`config.mk`:
```
export PLATFORM = sky130hd
export DESIGN_NAME = ppr_front
export DESIGN_NICKNAME = d
export VERILOG_FILES = /design/src/rtl/point_polygon_ring_distance_defines.svh /design/src/rtl/ppr_pkg.sv /design/src/rtl/ppr_front.sv
export SDC_FILE = /design/constraint.sdc
export NUM_CORES = 1
export LEC_CHECK = 0
export ABC_AREA = 1
export ABC_CLOCK_PERIOD_IN_PS = 3400
export BUFFER_PORTS_ARGS = -buffer_cell sky130_fd_sc_hd__clkbuf_2
export CAP_MARGIN = 20
export CORE_MARGIN = 5
export CORE_UTILIZATION = 45
export CTS_CLUSTER_SIZE = 12
export DETAILED_ROUTE_END_ITERATION = 8
export PLACE_DENSITY_LB_ADDON = 0.2
export SLEW_MARGIN = 20
export SYNTH_ARGS = -nofsm -noshare
export SYNTH_HDL_FRONTEND = slang
export SYNTH_SLANG_ARGS = --single-unit
```
`constraint.sdc`:
```
create_clock -name clock -period 3.4 [get_ports clock]
set_input_delay 0.68 -clock clock [delete_from_list [all_inputs] [get_ports clock]]
set_output_delay 0.68 -clock clock [all_outputs]
set_load 0.01 [all_outputs]
```
`src/rtl/point_polygon_ring_distance_defines.svh`:
```
// Assertion macros shared by the point-to-polygon ring distance RTL.
`ifndef POINT_POLYGON_RING_DISTANCE_DEFINES_SVH
`define POINT_POLYGON_RING_DISTANCE_DEFINES_SVH

// Same-cycle implication, checked outside reset.
`define PPR_ASSERT(label, ante, cons, msg) \
   label: assert property (@(posedge clock) disable iff (reset) (ante) |-> (cons)) else $error(msg);

// Next-cycle implication, checked outside reset.
`define PPR_ASSERT_NEXT(label, ante, cons, msg) \
   label: assert property (@(posedge clock) disable iff (reset) (ante) |=> (cons)) else $error(msg);

`endif

```
`src/rtl/ppr_pkg.sv`:
```
// Shared types and constants for the point-to-polygon ring distance block.
`timescale 1ns / 1ps
package ppr_pkg;

   localparam int CW    = 21;        // coordinate width
   localparam int DW    = CW + 1;    // coordinate difference
   localparam int MW    = 24;        // multiplier operand
   localparam int PW    = 2 * MW;    // multiplier product
   localparam int LW    = 43;        // squared edge length / squared vertex distance
   localparam int XW    = 44;        // cross and dot products
   localparam int AW    = 43;        // |cross|
   localparam int WW    = 94;        // wide accumulator
   localparam int FRAC  = 16;
   localparam int QW    = 60;        // quotient / near tracker
   localparam int FARW  = 43;
   localparam int NOUTW = 59;
   localparam int AREAW = 61;
   localparam int DIFFW = FARW + FRAC;
   localparam int CH    = 23;        // chunk width for split products
   localparam int STW   = 6;
   localparam int SHW   = 7;

   localparam logic [33:0]   PI_Q32     = 34'd13493037705;
   localparam logic [QW-1:0] NEAR_RESET = {QW{1'b1}};

   localparam logic REG_CENTER_X = 1'b0;
   localparam logic REG_CENTER_Y = 1'b1;

   typedef struct packed {
      logic signed [CW-1:0] x;
      logic signed [CW-1:0] y;
      logic signed [CW-1:0] px;
      logic signed [CW-1:0] py;
      logic signed [CW-1:0] fx;
      logic signed [CW-1:0] fy;
      logic                 has_prev;
      logic                 last;
   } entry_type;

   typedef enum logic [3:0] {
      B_IDLE, B_VMUL, B_VWAIT, B_VUPD, B_EMUL, B_EWAIT, B_ECLS, B_SMUL,
      B_SWAIT, B_DINIT, B_DIV, B_FIN, B_AMUL, B_AWAIT, B_OUT
   } back_state_type;

   typedef enum logic [3:0] {
      ACC_NONE, ACC_VSQ_SET, ACC_VSQ_ADD, ACC_LSQ_SET, ACC_LSQ_ADD, ACC_CR_SET,
      ACC_CR_SUB, ACC_DOT_SET, ACC_DOT_ADD, ACC_WIDE_SET, ACC_WIDE_ADD
   } acc_dest_type;

   typedef struct packed {
      acc_dest_type   dest;
      logic [SHW-1:0] shift;
   } acc_cmd_type;

endpackage

```
`src/rtl/ppr_front.sv`:
```
// Front end: takes vertex words and tags each with its previous and first vertex.
`timescale 1ns / 1ps
module ppr_front (
   input  logic                          clock,
   input  logic                          reset,
   input  logic                          in_valid,
   output logic                          in_ready,
   input  logic signed [ppr_pkg::CW-1:0] in_x,
   input  logic signed [ppr_pkg::CW-1:0] in_y,
   input  logic                          in_last,
   output logic                          push,
   input  logic                          q_ready,
   output ppr_pkg::entry_type            entry
);

   logic signed [ppr_pkg::CW-1:0] first_x_ff, first_x_in, first_y_ff, first_y_in;
   logic signed [ppr_pkg::CW-1:0] prev_x_ff, prev_x_in, prev_y_ff, prev_y_in;
   logic                          have_prev_ff, have_prev_in;

   assign in_ready = q_ready;
   assign push     = in_valid && q_ready;

   always_comb begin
      entry.x        = in_x;
      entry.y        = in_y;
      entry.px       = prev_x_ff;
      entry.py       = prev_y_ff;
      entry.fx       = have_prev_ff ? first_x_ff : in_x;
      entry.fy       = have_prev_ff ? first_y_ff : in_y;
      entry.has_prev = have_prev_ff;
      entry.last     = in_last;
      first_x_in     = first_x_ff;
      first_y_in     = first_y_ff;
      prev_x_in      = prev_x_ff;
      prev_y_in      = prev_y_ff;
      have_prev_in   = have_prev_ff;
      if (push) begin
         prev_x_in    = in_x;
         prev_y_in    = in_y;
         have_prev_in = !in_last;
         if (!have_prev_ff) begin
            first_x_in = in_x;
            first_y_in = in_y;
         end
      end
   end

   always_ff @(posedge clock) begin
      first_x_ff <= first_x_in;
      first_y_ff <= first_y_in;
      prev_x_ff  <= prev_x_in;
      prev_y_ff  <= prev_y_in;
      if (reset) begin
         have_prev_ff <= 1'b0;
      end else begin
         have_prev_ff <= have_prev_in;
      end
   end

endmodule

```
# Word-level counts from Yosys, hierarchy flattened
# Index checks and enable logic that the tools add are counted.
# word_totals
regBits	85
word_cells	9
# classes
n_reduce_logical	2
mux	2
# op_table
cell	count
21-bit two-way mux	2
1-bit logical AND	1
1-bit logical NOT	1

# Logic depth before layout (Yosys ltp)
# logic_depth
ltp_word	1
mapped_depth	4
mapped_depth_nobuf	3

# Worst setup path before layout
# No wires, ideal clock.
# synth_path
path_type	input port to output port
from	input port in_valid
to	output port push
path_buffers	0
path_slack_ns	0.321
cell_stages	2
arrival_time_ns	2.399
path_cell_list	nand2_1 > inv_1
# synth_via
elab_chain_len	1
# synth_rtl
element	line	rtl
start: declaration	ppr_front.sv:6	input logic in_valid,
1-bit logical AND	ppr_front.sv:21	assign push = in_valid && q_ready;
end: declaration	ppr_front.sv:11	output logic push,
# Every way passes these cells.

==> summary.md <==
| Metric | Value |
|---|---|
| Post-CTS Hold Buffers | 0 |
| Wire length of the first global-routing pass | 10,600 um |
| MaxCap Viol Count | 0 |
| DP Cell Count | about 500 |
| Final clock skew | 5.64 ps |
| Max Slew Vio Count | 0 |
| DR iter-0 viols | 85 |
| Final std cells w/o fill | 515 |
| Post-synthesis compound-gate area fraction | 6.13% |
| Endpoints failing hold | 0 |
| Endpoints failing setup | 0 |
| Via count | 2,257 |
| Routed WL | ~6600 um |
| Critical Path RT | 2720 ps |
| Clock buffer depth | 2 |
| Layout cell share with drive strength beyond 1 | 47.2% |
| Hold path startpoint | in_y[11] |
| Adder-cell share of the synthesized area | 0% |
| Slew HR | 59.0% |
| RePlAce Congestion | 0.726 |
| Final #Nets | 455 |
| Outcome | complete, no violations |
| Post-Syn Nets | 319 |
| Critical Path Start | have_prev_ff |
| H-tree levels | 3 |
| Routed wire per std cell | 12.9 um |
| Synth area leaders | edfxtp_1 72%, buf_4 9.8%, inv_1 4.7% |
| Pre-antenna DRT Iters | 6 |
| Crit Path Category | reg2out |
| Skew-Pair Late Insertion Delay | between 300 and 400 ps |
| Critical Path End Type | output port |
| Post-synthesis mux area share | 0% |
| ANT cells | 0 |
| Cell taking the most area after synthesis | edfxtp_1 |
| Critical path peak fanout | 51 |
| Die H | 98.3 um |
| Die X-Extent | between 90 and 100 um |
| Register area share after synthesis | 72.4% |
| PD cells | 517 mW/mm^2 |
| Post-synth EDFFs | between 80 and 90 |
| Vias/cell | about 4.4 |
| Synth top area share | 71.8% |
| Period utilization | 71.7% |
| Unique masters post-synth | 13 |
| Grt total ovfl | 0 |
| Initial Util | between 40% and 50% |
| Fmax | between 400 and 500 MHz |
| Yosys reg bits | 85 |
| RSZ-0062 raised after global routing | no |
| Area grow syn2layout | 23.8% |
| ANT nets after route | 0 |
| IO Pins | 177 |
| Simple-gate share of the synthesized area | between 4 and 5% |
| CTS tree | yes |
| PostCTS Resize Cnt | 0 |
| Setup Buffers After CTS | 0 |
| Core Footprint | around 0.0076 mm^2 |
| R2R Path Start | have_prev_ff |
| Synth top cells by count | 84 x edfxtp_1, 46 x buf_4, 44 x inv_1, 44 x nand2_1, 32 x o21ai_0 |
| Most frequent cell after synthesis | edfxtp_1 |
| Vias in the first global route | 2,263 |
| Largest family of logic cells by synthesized area | buffers and inverters |
| Avg Synthesized Cell Area | approximately 13 um^2 |
| Post-synthesis xor/xnor area fraction | 0% |
| Mapped cell area | roughly 0.0035 mm^2 |
| IO Port Bufs | 176 |
| Yosys warning count | 0 |
| Total CTS buffers | 9 |
| Worst hold slack | 542 ps |
| Die Area | 0.00967 mm^2 |
| Clock Tree Root | clkbuf_8 |
| Peak VDD IR | 0.000248 V |
| Largest net degree at the start of global routing | 52 |
| Total negative slack | 0 ps |
| Crit path arrival time | 1760 ps |
| Hold Crit Depth | 1 |
| Ys flop type | edfxtp_1 |
| Tmin final | 2440 ps |
| Std cell rows | 32 |
| Worst Hold Class | in2reg |
| Initial antenna violation count | 0 |
| GRT Total Usage | between 10% and 20% |
| Clk slew on worst S/H paths | 80 ps |
| Startpoint types | flip-flop |
| Worst r2r path cells | 2 |
| # clock sinks | 85 |
| Worst slew pin tran | 615 ps |
| Post-Synthesis Cells | roughly 270 |
| Post-DP HPWL | 4930 um |
| P_leak | 0.00199 uW |
| DRC viols | 0 |
| Fraction of registers with async set/reset | 0% |
-- layer usage --
layer	global-route usage (%)	vias up	share of wire (%)
met5	0	-	0
met4	6.62	0	1.2
met3	5.57	6	12
met2	22.4	109	46
met1	16.0	1000	41
li1	-	1142	-
-- logic make-up after synthesis --
family	Yosys count
AO/OA/AOI/OAI	43
buffers and inverters	98
flip-flops	85
AND/OR/NAND/NOR	46
-- cell usage in the layout, fill, tap and decap left out --
| master | instances |
|---|---|
| clkbuf_2 | 176 |
| edfxtp_1 | 84 |
| nand2_1 | 44 |
| inv_1 | 43 |
| o21ai_0 | 32 |
| clkbuf_8 | 11 |
| o21ai_1 | 10 |
| clkbuf_1 | 2 |
| clkinvlp_4 | 2 |
| buf_4 | 2 |
| clkinv_2 | 1 |
| a21oi_1 | 1 |
| nand3_1 | 1 |
| nor2_1 | 1 |
| bufinv_16 | 1 |
| dfxtp_2 | 1 |
| buf_12 | 1 |
-- path summary, 6_finish.rpt --
kind / endpoint / slack [ps]
setup / recovery: entry[19] / 960
hold reg to reg: first_x_ff[19] / 580
setup reg to reg: first_y_ff[17] / 1910
hold / removal: prev_y_ff[11] / 540
-- per-stage QoR --
stage	instance area, um^2	setup WS (ps)	total power [uW]	util (%)
final	4350	961	2250	56.8
after detailed placement	4140	1220	1570	54.2
after floorplan	3510	321	1450	-
after CTS	4350	913	2290	56.8
after global routing	4350	733	2360	56.8
after global placement	4140	1260	1560	54.2
-- critical path: stages, from the launching register on --
cell and delay (ps):
dfxtp_2 730, buf_12 290, nand2_1 70, o21ai_0 110, clkbuf_2 190
-- area by class of cell --
type | count | area (um^2)
clock buffers | 13 | 159
clock inverters | 3 | 45.0
fillers | 673 | 3300
inverters | 44 | 166
multi-input cells | 89 | 389
flip-flops and latches | 85 | 2540
well taps | 102 | 128
repair buffers | 179 | 916
-- report_power, final --
| group | total, uW | internal, uW | switching [uW] |
|---|---|---|---|
| Sequential | 1250 | 1230 | 22.0 |
| Combinational | 286 | 109 | 177 |
| Clock | 712 | 381 | 331 |
| Total | 2250 | 1720 | 531 |
-- state kept, by name, summed over array words and instances, names as in the netlist --
| name | flops |
|---|---|
| have_prev_ff | 1 |
| prev_x_ff | 21 |
| first_x_ff | 21 |
| prev_y_ff | 21 |
| first_y_ff | 21 |
(Power assumes the default switching activity.)
