[config.mk]
export PLATFORM = sky130hd
export DESIGN_NAME = ppr_queue
export DESIGN_NICKNAME = d
export VERILOG_FILES = /design/src/rtl/ppr_pkg.sv /design/src/rtl/ppr_queue.sv
export VERILOG_INCLUDE_DIRS = /design/src /design/src/rtl
export SDC_FILE = /design/constraint.sdc
export NUM_CORES = 1
export LEC_CHECK = 0
export ABC_AREA = 1
export BUFFER_PORTS_ARGS = -buffer_cell sky130_fd_sc_hd__buf_2
export CAP_MARGIN = 25
export CORE_ASPECT_RATIO = 0.9
export CORE_MARGIN = 4
export CORE_UTILIZATION = 52
export CTS_BUF_LIST = sky130_fd_sc_hd__clkbuf_16
export DETAILED_ROUTE_END_ITERATION = 16
export PLACE_DENSITY = 0.91
export SLEW_MARGIN = 20
export SYNTH_ARGS = -nofsm -noshare
export SYNTH_HDL_FRONTEND = slang
export SYNTH_SLANG_ARGS = --single-unit
[constraint.sdc]
create_clock -name clock -period 5.8 [get_ports clock]
set_input_delay 0.87 -clock clock [delete_from_list [all_inputs] [get_ports clock]]
set_output_delay 0.87 -clock clock [all_outputs]
set_load 0.02 [all_outputs]
[src/rtl/point_polygon_ring_distance_defines.svh]
// Assertion macros shared by the point-to-polygon ring distance RTL.
`ifndef POINT_POLYGON_RING_DISTANCE_DEFINES_SVH
`define POINT_POLYGON_RING_DISTANCE_DEFINES_SVH

// Same-cycle implication, checked outside reset.
`define PPR_ASSERT(label, ante, cons, msg) \
   label: assert property (@(posedge clock) disable iff (reset) (ante) |-> (cons)) else $error(msg);

// Next-cycle implication, checked outside reset.
`define PPR_ASSERT_NEXT(label, ante, cons, msg) \
   label: assert property (@(posedge clock) disable iff (reset) (ante) |=> (cons)) else $error(msg);

`endif

[src/rtl/ppr_pkg.sv]
// Shared types and constants for the point-to-polygon ring distance block.
`timescale 1ns / 1ps
package ppr_pkg;

   localparam int CW    = 21;        // coordinate width
   localparam int DW    = CW + 1;    // coordinate difference
   localparam int MW    = 24;        // multiplier operand
   localparam int PW    = 2 * MW;    // multiplier product
   localparam int LW    = 43;        // squared edge length / squared vertex distance
   localparam int XW    = 44;        // cross and dot products
   localparam int AW    = 43;        // |cross|
   localparam int WW    = 94;        // wide accumulator
   localparam int FRAC  = 16;
   localparam int QW    = 60;        // quotient / near tracker
   localparam int FARW  = 43;
   localparam int NOUTW = 59;
   localparam int AREAW = 61;
   localparam int DIFFW = FARW + FRAC;
   localparam int CH    = 23;        // chunk width for split products
   localparam int STW   = 6;
   localparam int SHW   = 7;

   localparam logic [33:0]   PI_Q32     = 34'd13493037705;
   localparam logic [QW-1:0] NEAR_RESET = {QW{1'b1}};

   localparam logic REG_CENTER_X = 1'b0;
   localparam logic REG_CENTER_Y = 1'b1;

   typedef struct packed {
      logic signed [CW-1:0] x;
      logic signed [CW-1:0] y;
      logic signed [CW-1:0] px;
      logic signed [CW-1:0] py;
      logic signed [CW-1:0] fx;
      logic signed [CW-1:0] fy;
      logic                 has_prev;
      logic                 last;
   } entry_type;

   typedef enum logic [3:0] {
      B_IDLE, B_VMUL, B_VWAIT, B_VUPD, B_EMUL, B_EWAIT, B_ECLS, B_SMUL,
      B_SWAIT, B_DINIT, B_DIV, B_FIN, B_AMUL, B_AWAIT, B_OUT
   } back_state_type;

   typedef enum logic [3:0] {
      ACC_NONE, ACC_VSQ_SET, ACC_VSQ_ADD, ACC_LSQ_SET, ACC_LSQ_ADD, ACC_CR_SET,
      ACC_CR_SUB, ACC_DOT_SET, ACC_DOT_ADD, ACC_WIDE_SET, ACC_WIDE_ADD
   } acc_dest_type;

   typedef struct packed {
      acc_dest_type   dest;
      logic [SHW-1:0] shift;
   } acc_cmd_type;

endpackage

[src/rtl/ppr_queue.sv]
// Two-entry queue between front end and arithmetic back end.
`timescale 1ns / 1ps
`include "point_polygon_ring_distance_defines.svh"
module ppr_queue (
   input  logic               clock,
   input  logic               reset,
   input  logic               push,
   input  ppr_pkg::entry_type push_data,
   output logic               ready,
   input  logic               pop,
   output logic               valid,
   output ppr_pkg::entry_type pop_data
);

   ppr_pkg::entry_type slot_ff [2];
   logic       wr_ptr_ff, wr_ptr_in, rd_ptr_ff, rd_ptr_in;
   logic [1:0] count_ff, count_in;

   assign ready    = count_ff != 2'd2;
   assign valid    = count_ff != 2'd0;
   assign pop_data = slot_ff[rd_ptr_ff];

   always_comb begin
      wr_ptr_in = wr_ptr_ff ^ push;
      rd_ptr_in = rd_ptr_ff ^ pop;
      count_in  = count_ff + {1'b0, push} - {1'b0, pop};
   end

   always_ff @(posedge clock) begin
      if (push) begin
         slot_ff[wr_ptr_ff] <= push_data;
      end
      if (reset) begin
         wr_ptr_ff <= 1'b0;
         rd_ptr_ff <= 1'b0;
         count_ff  <= 2'd0;
      end else begin
         wr_ptr_ff <= wr_ptr_in;
         rd_ptr_ff <= rd_ptr_in;
         count_ff  <= count_in;
      end
   end

   `PPR_ASSERT(a_no_overflow, push, count_ff != 2'd2 || pop, "queue overflow")
   `PPR_ASSERT(a_no_underflow, pop, count_ff != 2'd0, "queue underflow")
   `PPR_ASSERT_NEXT(a_count_up, push && !pop, count_ff == $past(count_ff) + 2'd1, "count slip")

endmodule

* After elaboration in Yosys (flattened, before gate mapping)
Memories as Yosys holds them, arrays and structs flattened. A register that Yosys moved wholly into a read port is not among the register bits.
Index checks and enable logic that the tools add are counted.
** Storage, ports and cells
- Input port bits :: 132
- Output and inout port bits :: 130
- RAM bits :: 256
- Word-level logic and storage cells :: 13
- Memories kept :: 1
- Register bits after elaboration :: 4
** Operators by class
- Equal/unequal tests :: 1
- Add/sub/neg operators :: 2
- Reduce and logical (&&, ||, !) cells :: 1
- Multiplexer cells :: 3
- Bitwise gates (word level) :: 2
** Memory list
- slot_ff :: words 2, bits a word 128, rd ports 1, clocked after Yosys merged registers in 1, wr ports 1, RTL line ppr_queue.sv:15 : ppr_pkg::entry_type slot_ff [2];
** Operators by type and width (count)
- $mux 1 :: 3
- $add 2x1->2 :: 1
- $ne 2x2->1 const B :: 1
- $reduce_bool 2->1 :: 1
- $sub 2x1->2 :: 1
- $xor 1x1->1 :: 2

* Logic depth before layout (Yosys ltp)
- Word-level depth :: 2
- Mapped depth :: 9
- Depth with buffers taken out :: 9

* Worst setup path before layout
No wires, ideal clock.
- Path type :: input to register
- Start point :: in push
- End point :: mem slot_ff[0][0] (netlist bit), enable pin
- Buffers on the path :: 0
- Required time :: 5297 ps
- Slack :: 1426 ps
- Stages on the path :: 1
- Data arrival time :: 3871 ps
- Library setup time :: 503 ps
- Cell sequence :: ha_1
** On the way
- Cells in the longest elaborated chain, start to end :: 2
** RTL lines
- from (decl) :: RTL line ppr_queue.sv:7 : input logic push,
- $mux 1 :: RTL line ppr_queue.sv:30 : if (push) begin
- $mux 1 (implied by the code) :: RTL line ppr_queue.sv:31 : slot_ff[wr_ptr_ff] <= push_data;
- to (decl) :: RTL line ppr_queue.sv:15
Every way passes these cells.

==> flow_results.xml <==
<?xml version="1.0" encoding="UTF-8"?>
<metrics>
  <group name="cells_and_area">
    <metric name="post_route_cells_drive_above_1_share" unit="">0.599</metric>
    <metric name="multiInputGateArea" unit="um^2">1570</metric>
    <metric name="synthToLayoutAreaGrowth" unit="%">24.5</metric>
    <metric name="fillCellCount" unit="">1171</metric>
    <metric name="layout.nets" unit="">842</metric>
    <metric name="final_core_util" unit="">0.664</metric>
    <metric name="insertedDiodeCount" unit="">0</metric>
    <metric name="area.sequential" unit="um^2">7770</metric>
  </group>
  <group name="routing">
    <metric name="met2_wirelength" unit="um">9330</metric>
    <metric name="detailroute.via_count" unit="">4883</metric>
    <metric name="top_layer" unit="">met5</metric>
    <metric name="drt-wirelength-per-cell" unit="um">18.9</metric>
    <metric name="routed-wl-met3" unit="um">1570</metric>
    <metric name="wl" unit="um">18200</metric>
    <metric name="drt_drc_violations_left" unit="">0</metric>
    <metric name="vias_per_cell" unit="">5.06</metric>
    <metric name="drtIter0Drc" unit="">181</metric>
    <metric name="detailedRoute.firstPassIterationCount" unit="">4</metric>
    <metric name="wl_met1" unit="um">6770</metric>
    <metric name="drtAntennaViolNets" unit="">0</metric>
  </group>
  <group name="pwr">
    <metric name="seq_power_share" unit="">0.520</metric>
    <metric name="power.density" unit="nW/um^2">362</metric>
    <metric name="power_frac_comb" unit="">0.122</metric>
    <metric name="irDropWorstVdd" unit="V">0.000388</metric>
    <metric name="internal_power" unit="mW">3.28</metric>
    <metric name="power_frac_clock" unit="">0.358</metric>
    <metric name="switching_power_as_a_share_of_total_power" unit="">0.233</metric>
    <metric name="net-switching-power" unit="mW">0.996</metric>
    <metric name="leakagePower" unit="nW">4.46</metric>
  </group>
  <group name="floorplan">
    <metric name="io_pins" unit="">262</metric>
    <metric name="num_rows" unit="">46</metric>
    <metric name="die_area" unit="um^2">20500</metric>
    <metric name="chipWidth" unit="um">150</metric>
    <metric name="fp.dieH" unit="um">136</metric>
    <metric name="core_area" unit="um^2">17800</metric>
    <metric name="start_util" unit="">0.534</metric>
  </group>
  <group name="setup_path">
    <metric name="setup.reg_to_reg.worst_slack" unit="ns">3.73</metric>
    <metric name="crit_type" unit="">register to primary output</metric>
    <metric name="worstSetupEndpointType" unit="">primary output</metric>
    <metric name="critical_path.startpoint_type" unit="">register</metric>
    <metric name="r2r_cells" unit="">3</metric>
    <metric name="cp.required" unit="ns">4.93</metric>
    <metric name="critPathMaxFanout" unit="">59</metric>
    <metric name="critPathArrivalTime" unit="ns">2.34</metric>
  </group>
  <group name="synthesis">
    <metric name="netlist_area" unit="um^2">9490</metric>
    <metric name="synth.distinct_cells" unit="">12</metric>
    <metric name="syn-instance-count" unit="">425</metric>
    <metric name="synth.yosys.seq_area_share" unit="">0.819</metric>
    <metric name="postSynthNetCount" unit="">561</metric>
    <metric name="ys.warnings.count" unit="">0</metric>
    <metric name="postSynthRegisterBits" unit="">260</metric>
    <metric name="syn_avg_cell_area" unit="um^2">22.3</metric>
  </group>
  <group name="timing">
    <metric name="setup_repair_after_global_routing_missed_its_margin" unit="">no</metric>
    <metric name="hold_violations" unit="">0</metric>
    <metric name="finalCritPeriodShare" unit="">0.554</metric>
    <metric name="fin_crit_period" unit="ns">3.21</metric>
    <metric name="worst_tran_pin_value" unit="ns">0.803</metric>
    <metric name="final_critical_path_setup_slack" unit="ns">2.59</metric>
    <metric name="timing.clock.skew" unit="ns">0.00702</metric>
    <metric name="max_freq" unit="MHz">311</metric>
    <metric name="setup_violations" unit="">0</metric>
    <metric name="report.final.slew_viol_count" unit="">0</metric>
    <metric name="worst_slew_margin_rel" unit="">0.465</metric>
    <metric name="setup_tns" unit="ns">0</metric>
  </group>
  <group name="placement">
    <metric name="pre_cts_ws" unit="ns">3.07</metric>
    <metric name="gpl.final_weighted_congestion" unit="">0.741</metric>
    <metric name="dp_hpwl" unit="um">11900</metric>
    <metric name="io_buffers" unit="">261</metric>
  </group>
  <group name="clock_network">
    <metric name="post-cts-setup-buffer-count" unit="">0</metric>
    <metric name="cts_made_buffers" unit="">26</metric>
    <metric name="cts_resized" unit="">0</metric>
    <metric name="postCtsHoldBufs" unit="">0</metric>
    <metric name="clock_tree.htree_level_count" unit="">1</metric>
    <metric name="tritoncts" unit="">done</metric>
    <metric name="clk_pin_slew" unit="ns">0.06</metric>
    <metric name="clock_tree.buffer_depth" unit="">3</metric>
    <metric name="worst_skew_pair.late_latency" unit="ns">0.51</metric>
    <metric name="tritoncts_sinks" unit="">260</metric>
    <metric name="clk_root_buffer_cell" unit="">clkbuf_16</metric>
  </group>
  <group name="job">
    <metric name="cap_viol_max_count" unit="">0</metric>
  </group>
  <group name="global_route">
    <metric name="grt_antenna_before_repair" unit="">1</metric>
    <metric name="gr-usage-all-layers" unit="">0.171</metric>
    <metric name="grt_pass1_wl" unit="um">27000</metric>
    <metric name="first_global_vias" unit="">5184</metric>
    <metric name="maximum_number_of_pins_on_one_net_before_global_route_repair" unit="">60</metric>
    <metric name="grt_overflow_total" unit="">0</metric>
  </group>
  <group name="status">
    <metric name="outcome" unit="">finished, final reports clean</metric>
  </group>
  <group name="worst_hold_path">
    <metric name="hold_path_class" unit="">input pin to register</metric>
    <metric name="min_path_cells" unit="">1</metric>
  </group>
</metrics>
-- placed cells by master (no fill, tap or decap), drive strengths merged --
| cell type | count |
|---|---|
| a21oi | 1 |
| bufinv | 1 |
| nand2 | 5 |
| nand3 | 1 |
| clkinv | 10 |
| clkinvlp | 4 |
| buf | 267 |
| dfxtp | 4 |
| inv | 12 |
| clkbuf | 27 |
| ha | 4 |
| xnor2 | 1 |
| nor2 | 4 |
| mux2 | 128 |
| edfxtp | 256 |
-- area by class of cell --
class                   count  area share
repair buffers            267       0.114
inverters                   7     0.00222
flip-flops and latches    260       0.658
clock buffers              27      0.0572
well taps                 240      0.0254
clock inverters            20      0.0103
multi-input cells         144       0.133
-- power groups by stage --
| stage | logic, mW | registers (mW) | clock network, mW |
|---|---|---|---|
| CTS | 0.531 | 2.23 | 1.57 |
| floorplan | 0.349 | 2.26 | 0 |
| detailed placement | 0.526 | 2.27 | 0 |
| global placement | 0.515 | 2.26 | 0 |
| finish | 0.522 | 2.23 | 1.53 |
| global route | 0.559 | 2.23 | 1.65 |
-- synthesized netlist by cell type, drive strengths merged --
cell type	n	share of area
nand2	5	0.0020
mux2	128	0.15
a21oi	1	0.00053
xnor2	1	0.00092
nand3	1	0.00053
ha	4	0.0053
edfxtp	256	0.81
inv	7	0.0028
nor2	4	0.0016
dfxtp	4	0.0084
buf	14	0.016
-- final timing paths --
check | start | endpoint
min reg2reg | count_ff[1] | count_ff[1]
max | rd_ptr_ff | pop_data[8]
max reg2reg | wr_ptr_ff | slot_ff[0][30]
min | push_data[46] | slot_ff[1][46]
-- state kept, by name (all words and copies together), names as in the netlist --
name       count
rd_ptr_ff      1
wr_ptr_ff      1
count_ff       2
slot_ff      256
-- critical path, cell delays in order, from the launching register on --
cell	delay, ns
dfxtp_4	0.53
buf_4	0.65
mux2_2	0.44
buf_2	0.16
-- layer usage --
metal | vias to the layer above | track usage
met5 | - | 0
met4 | 2 | 0.0523
met3 | 43 | 0.0480
met2 | 232 | 0.302
met1 | 2355 | 0.205
li1 | 2251 | -
-- stage by stage --
step	hold slack [ns]	power, mW	area (um^2)	std cells
2_1_floorplan	0.519	2.61	9490	425
3_3_place_gp	0.548	2.77	11000	918
3_5_place_dp	0.572	2.79	11000	918
4_1_cts	0.517	4.33	11800	965
5_1_grt	0.516	4.45	11800	965
6_report	0.545	4.28	11800	965
-- cells by family after synthesis --
family	after synthesis	synth area share
fa+ha+maj	4	0.00527
xor+xnor	1	0.000923
mux	128	0.152
simple gates	10	0.00409
compound gates	1	0.000527
flops	260	0.819
buf+inv	21	0.0187
Note: power is estimated with default switching activity, not from simulation.
